$ cat config.mk
export PLATFORM = sky130hd
export DESIGN_NAME = nqg_divider
export DESIGN_NICKNAME = d
export VERILOG_FILES = /design/src/rtl/core/nqg_pkg.sv /design/src/rtl/core/nqg_divider.sv
export SDC_FILE = /design/constraint.sdc
export NUM_CORES = 1
export LEC_CHECK = 0
export ABC_CLOCK_PERIOD_IN_PS = 4200
export BUFFER_PORTS_ARGS = -buffer_cell sky130_fd_sc_hd__buf_2
export CORE_MARGIN = 4
export CORE_UTILIZATION = 40
export CTS_BUF_LIST = sky130_fd_sc_hd__clkbuf_8
export DETAILED_ROUTE_END_ITERATION = 12
export REMOVE_ABC_BUFFERS = 1
export SETUP_SLACK_MARGIN = 0.4
export SYNTH_ARGS = -nofsm -noshare
export SYNTH_HDL_FRONTEND = slang
export SYNTH_SLANG_ARGS = --single-unit
$ cat constraint.sdc
create_clock -name clock -period 4.2 [get_ports clock]
set_input_delay 0 -clock clock [delete_from_list [all_inputs] [get_ports clock]]
set_output_delay 0 -clock clock [all_outputs]
set_load 0.03 [all_outputs]
$ cat src/rtl/core/nqg_pkg.sv
`default_nettype none
package nqg_pkg;
   localparam int MAX_WIDTH_DEF    = 1024;
   localparam int MAX_CHANNELS_DEF = 4;

   localparam logic [1:0] CSR_WIDTH    = 2'd0;
   localparam logic [1:0] CSR_HEIGHT   = 2'd1;
   localparam logic [1:0] CSR_CHANNELS = 2'd2;

   localparam int Q_BITS   = 16;
   localparam int SUM_BITS = 13;

   typedef struct packed {
      logic [7:0] pixel_sample;
      logic       frame_start;
   } req_type;

   typedef struct packed {
      logic signed [15:0] grad_x;
      logic signed [15:0] grad_y;
      logic [1:0]         channel_index;
      logic               frame_end;
   } rsp_type;

   // job handed from the window stage to the divider
   typedef struct packed {
      logic [SUM_BITS-1:0] total;
      logic [SUM_BITS-1:0] mag_x;
      logic [SUM_BITS-1:0] mag_y;
      logic                neg_x;
      logic                neg_y;
      logic [1:0]          channel_index;
      logic                frame_end;
   } job_type;
endpackage
`default_nettype wire

$ cat src/rtl/core/nqg_divider.sv
`default_nettype none
module nqg_divider (
   input  wire                   clock,
   input  wire                   reset,
   input  wire                   job_valid,
   input  nqg_pkg::job_type      job,
   output logic                  busy,
   output logic                  done_valid,
   input  wire                   done_take,
   output nqg_pkg::rsp_type      done
);
   import nqg_pkg::*;

   localparam int CNT_BITS = 5;

   logic                 run_ff, run_in;
   logic                 done_ff, done_in;
   logic [CNT_BITS-1:0]  cnt_ff, cnt_in;
   logic [SUM_BITS:0]    rx_ff, rx_in, ry_ff, ry_in;
   logic [Q_BITS-1:0]    qx_ff, qx_in, qy_ff, qy_in;
   job_type              job_ff, job_in;
   rsp_type              out_ff, out_in;
   logic [SUM_BITS+1:0]  tx, ty;

   assign busy       = run_ff | (done_ff & ~done_take);
   assign done_valid = done_ff;
   assign done       = out_ff;

   // restoring division of (mag << 15) by total, one quotient bit a cycle
   always_comb begin
      run_in  = run_ff;
      done_in = done_ff & ~done_take;
      cnt_in  = cnt_ff;
      rx_in   = rx_ff;
      ry_in   = ry_ff;
      qx_in   = qx_ff;
      qy_in   = qy_ff;
      job_in  = job_ff;
      out_in  = out_ff;
      tx = {rx_ff, 1'b0};
      ty = {ry_ff, 1'b0};
      if (cnt_ff == '0) begin
         tx[0] = 1'b0;
         ty[0] = 1'b0;
      end
      if (job_valid && !busy) begin
         run_in = 1'b1;
         job_in = job;
         cnt_in = CNT_BITS'(Q_BITS - 1);
         rx_in  = {1'b0, job.mag_x};
         ry_in  = {1'b0, job.mag_y};
         qx_in  = '0;
         qy_in  = '0;
      end else if (run_ff) begin
         if (tx >= {2'b0, job_ff.total}) begin
            rx_in = (SUM_BITS+1)'(tx - {2'b0, job_ff.total});
            qx_in = {qx_ff[Q_BITS-2:0], 1'b1};
         end else begin
            rx_in = tx[SUM_BITS:0];
            qx_in = {qx_ff[Q_BITS-2:0], 1'b0};
         end
         if (ty >= {2'b0, job_ff.total}) begin
            ry_in = (SUM_BITS+1)'(ty - {2'b0, job_ff.total});
            qy_in = {qy_ff[Q_BITS-2:0], 1'b1};
         end else begin
            ry_in = ty[SUM_BITS:0];
            qy_in = {qy_ff[Q_BITS-2:0], 1'b0};
         end
         cnt_in = cnt_ff - 1'b1;
         if (cnt_ff == CNT_BITS'(1)) begin
            run_in  = 1'b0;
            done_in = 1'b1;
            out_in.grad_x = job_ff.neg_x ? -$signed(qx_in) : $signed(qx_in);
            out_in.grad_y = job_ff.neg_y ? -$signed(qy_in) : $signed(qy_in);
            out_in.channel_index = job_ff.channel_index;
            out_in.frame_end     = job_ff.frame_end;
         end
      end
   end

   always_ff @(posedge clock) begin
      if (reset) begin
         run_ff  <= 1'b0;
         done_ff <= 1'b0;
         cnt_ff  <= '0;
      end else begin
         run_ff  <= run_in;
         done_ff <= done_in;
         cnt_ff  <= cnt_in;
      end
      rx_ff  <= rx_in;
      ry_ff  <= ry_in;
      qx_ff  <= qx_in;
      qy_ff  <= qy_in;
      job_ff <= job_in;
      out_ff <= out_in;
   end
endmodule
`default_nettype wire

# == After elaboration in Yosys (flattened, before gate mapping) ==
# Cells that the tools add are included.
# word_totals
ff_bits,118
input_bits,48
output_inout_bits,37
elab_cells,58
# classes
n_addsub,5
order_cmp,2
eq_ne,1
muxes,22
n_bitwise,4
n_reduce_logical,5
# op_table
operator,n
$mux W16,6
$mux W13,4
$neg A16 Y16,2
$ge A15 B13 Y1,2
$mux W14,2
$sub A14 B13 Y14,2
$mux W1,8
$mux W4,2
$eq A5 B1 Y1 const B,1
$sub A5 B1 Y5 const B,1
$reduce_and A3 Y1,1
$not A1 Y1,2
$reduce_bool A2 Y1,1
$reduce_or A2 Y1,1
$and A1 B1 Y1,1
$logic_and A1 B1 Y1,1
$logic_not A1 Y1,1
$or A1 B1 Y1,1

# == Longest topological paths before layout ==
# logic_depth
word_depth,8
mapped_depth,14
mapped_depth_nobuf,13

# == Worst setup path before layout ==
# Ideal clock, no wire load.
# synth_path
path_kind,register to register
start,register rx_ff[10]
end,"register out_ff, in the netlist done[29], data pin"
arrival_ps,2528
required_ps,3941
slack_ps,1413
path_stages_with_launch,13
period_less_slack_ps,2787
path_cell_list,edfxtp_1 > ha_1 > and2_1 > nand3_1 > or2_1 > o31a_1 > o21a_1 > buf_6 > buf_2 > ha_1 > a21oi_1 > a21oi_1 > xnor2_1
# synth_via
elab_chain_len,6
# synth_lines
item,line,text
start: declaration,nqg_divider.sv:19,"logic [SUM_BITS:0] rx_ff, rx_in, ry_ff, ry_in;"
start signal: assignment,nqg_divider.sv:91,rx_ff <= rx_in;
$ge A15 B13 Y1,nqg_divider.sv:55,"if (tx >= {2'b0, job_ff.total}) begin"
$mux W1,nqg_divider.sv:55,
$mux W16,nqg_divider.sv:54,end else if (run_ff) begin
$mux W16,nqg_divider.sv:46,if (job_valid && !busy) begin
$neg A16 Y16,nqg_divider.sv:73,out_in.grad_x = job_ff.neg_x ? -$signed(qx_in) : $signed(qx_in);
$mux W16,nqg_divider.sv:73,
end signal: assignment,nqg_divider.sv:96,out_ff <= out_in;
end: declaration,nqg_divider.sv:22,"rsp_type out_ff, out_in;"
# No other way between the ends. The select of a mux whose other input is x is not followed.
# A chain may end at the register's enable or synchronous reset.

# == Worst setup path after layout ==
# layout_path
start,register rx_ff[2]
end,"register out_ff, in the netlist done[34], data pin"
# The elaborated chain is that of the path after synthesis.

==> results.yml <==
clocking:
  h-tree-depth: 4
  cts_buffers: 17
  clk_latency_ns: 0.44
  postCtsSetupBuffers: 0
  cts_resized: 0
  cts_buffer_depth: 2
  cts.sinks: 118
  cts_tree: "done"
  clockRootBuffer: "clkbuf_8"
  clk_pin_slew_ns: 0.08
  cts_hold_buffers: 45
sta:
  rsz0062_at_grt: "false"
  finalClockSkew_ns: 0.00982
  holdWs_ns: 0.0629
  min_period_ns: 3.24
  max_slew_margin_pct: 23.1
  max_freq_mhz: 309
  finalMaxSlewViolations: 0
  hold_viol: 0
  finalSetupViolations: 0
  min_period_over_period_pct: 77.1
  tightest_slew_ns: 1.15
synth:
  avgSynthCellArea_sq_um: 9.74
  syn_inst: 643
  yosysSeqAreaShare_pct: 50.3
  post-synth-top-count-cell: "nand2_1"
  synth_commonest_cells: "121 x nand2_1, 79 x edfxtp_1, 49 x o21ai_0"
  synth-async-reset-ratio_pct: 0
  ys.flop_type: "edfxtp_1"
  yosysTopAreaCell: "edfxtp_1"
  synth.top_cells.by_area: "edfxtp_1 38%, dfxtp_1 12%, nand2_1 7.2%"
  yosys_register_bits: 118
  syn-cell-area_sq_um: 6260
  yosysWarnings: 0
  synth-edff-count: 79
  netlist.area_leader.share_pct: 37.9
  yosysUniqueCellTypes: 62
worst_setup_path:
  crit_fanout: 18
  cp.required_ns: 4.39
  end_kind: "register"
  criticalPathCategory: "reg -> reg"
  crit_path_start_kind: "register"
  arrival_ns: 3.43
floorplan:
  ios: 85
  dieArea_sq_um: 17700
  dieWidth_microns: 133
  initial_utilization_pct: 41.1
  core.rowCount: 45
  core_region_area_sq_um: 15300
  die_h_microns: 133
global_route:
  antenna_found_initial: 0
  gr-total-overflow: 0
  grt_max_degree: 77
  grt_pass1_vias: 4979
  grt_pass1_wl_microns: 24200
  grt_use_total_pct: 16.9
route:
  drc: 0
  vias: 5066
  viasPerCell: 5.10
  drt_first_iter_violations: 355
  ant_nets: 0
  first_pass_iters: 5
  avgRoutedWirePerCell_microns: 14.7
  wl_microns: 14600
power:
  p_leak_nw: 3.05
  p_clk_share_pct: 20.8
  p_sw_share_pct: 38.8
  ir_drop_v: 0.000288
  p_per_area_nw_per_um2: 577
  p_comb_share_pct: 42.1
  pwr-share-seq_pct: 37.2
  p_sw_w: 0.00172
  intPower_w: 0.00270
layout:
  drive_gt1_share_pct: 16.9
  final_util_pct: 50.2
  n_antenna_cell: 0
  fin_cells: 993
  fill_cells: 1430
  nNetsFinal: 849
  syn_to_final_growth_pct: 22.2
min_path:
  hold_class: "in -> reg"
placement:
  gp_congestion: 0.931
  dp_hpwl_microns: 9950
  dp_cells: 916
  io_buffers: 84
run_status:
  status: "finished, final reports clean"
run:
  drv_cap: 0
-- worst paths after layout --
check,from,endpoint,cells past startpoint,slack (ns)
worst max-delay path,rx_ff[2],done[34],9,0.96
worst min-delay path,job[19],rx_ff[1],3,0.06
worst max register to register,rx_ff[2],done[34],9,0.96
worst min register to register,job_ff[1],done[1],0,0.42
-- power by group through the flow --
stage          Combinational [W]  Sequential (W)  Clock [W]
4_1_cts                  0.00186         0.00164   0.000945
3_3_place_gp             0.00178         0.00167          0
6_report                 0.00186         0.00164   0.000917
5_1_grt                  0.00210         0.00167    0.00100
3_5_place_dp             0.00181         0.00167          0
2_1_floorplan            0.00138         0.00166          0
-- area by class of cell --
cell class	instances	area, sq um	share of cell area (%)
Sequential cell	118	3150	41.2
Multi-Input combinational cell	468	2870	37.5
Timing Repair Buffer	133	901	11.8
Tap cell	211	264	3.45
Clock buffer	18	248	3.23
Inverter	31	119	1.55
Clock inverter	14	104	1.36
-- worst max-delay path, cell delays in order, from the launching register on --
cell      delay [ns]
edfxtp_1        0.39
ha_1            0.39
a21o_1          0.22
a21oi_2         0.14
o21ai_2         0.12
a31oi_4         0.23
o21a_1          0.67
inv_4           0.21
o41a_1          0.46
xor2_1          0.15
-- registers in the layout, indices dropped and copies added (netlist names) --
register,flops
done,35
job_ff,18
qx_ff,15
qy_ff,15
rx_ff,14
ry_ff,14
cnt_ff,5
done_valid,1
run_ff,1
-- stage by stage --
stage | TNS, ns | total power [W] | area [sq um] | setup WS, ns
after floorplan | -31.53 | 0.00305 | 6140 | -0.799
after global placement | 0 | 0.00345 | 6860 | 1.02
after detailed placement | 0 | 0.00348 | 6860 | 0.964
after CTS | 0 | 0.00445 | 7660 | 0.935
after global routing | 0 | 0.00477 | 7660 | 0.729
final | 0 | 0.00442 | 7660 | 0.963
-- logic make-up (layout without fill, tap and decap cells) --
family                   count (synthesis)  count (layout)  share of synthesized area (%)
adder cells (fa/ha/maj)                 32              32                           6.63
buffers and inverters                   57             196                           3.91
AO/OA/AOI/OAI                          153             153                           15.5
AND/OR/NAND/NOR                        231             231                           16.3
multiplexers                             2               2                          0.340
flip-flops                             118             118                           50.3
XOR/XNOR                                50              50                           6.99
-- cells in the final DEF, fill, tap and decap left out, types with 3 or more instances in the layout --
cell,netlist,routed
or4_1,3,3
ha_1,30,30
nor4b_1,4,4
nor2b_1,3,3
and3_1,3,3
buf_2,2,84
nand4_1,3,3
dlygate4sd3_1,0,45
a21o_1,6,6
o31ai_1,9,9
a21oi_1,36,36
buf_4,1,4
nand3_1,15,15
or3_1,7,7
inv_1,28,28
nand2b_1,8,8
nor3_1,6,6
clkinv_4,0,3
xnor2_1,31,31
nor2_1,48,48
clkbuf_8,0,18
dfxtp_1,39,38
xor2_1,19,19
o21a_1,3,3
edfxtp_1,79,79
o31a_1,3,3
o21ai_0,49,49
o211ai_1,6,6
inv_6,0,3
nand2_1,121,120
clkinvlp_4,0,5
a31oi_1,17,17
-- per-layer routing --
metal  routed length (microns)  global-route usage, %  vias up
li1                          -                      -     2542
met1                      6800                   22.7     2376
met2                      6880                   27.1      127
met3                       721                   4.42       21
met4                       176                   4.63        0
met5                         0                      0        -
No activity file was read; power rests on OpenSTA's default activity.
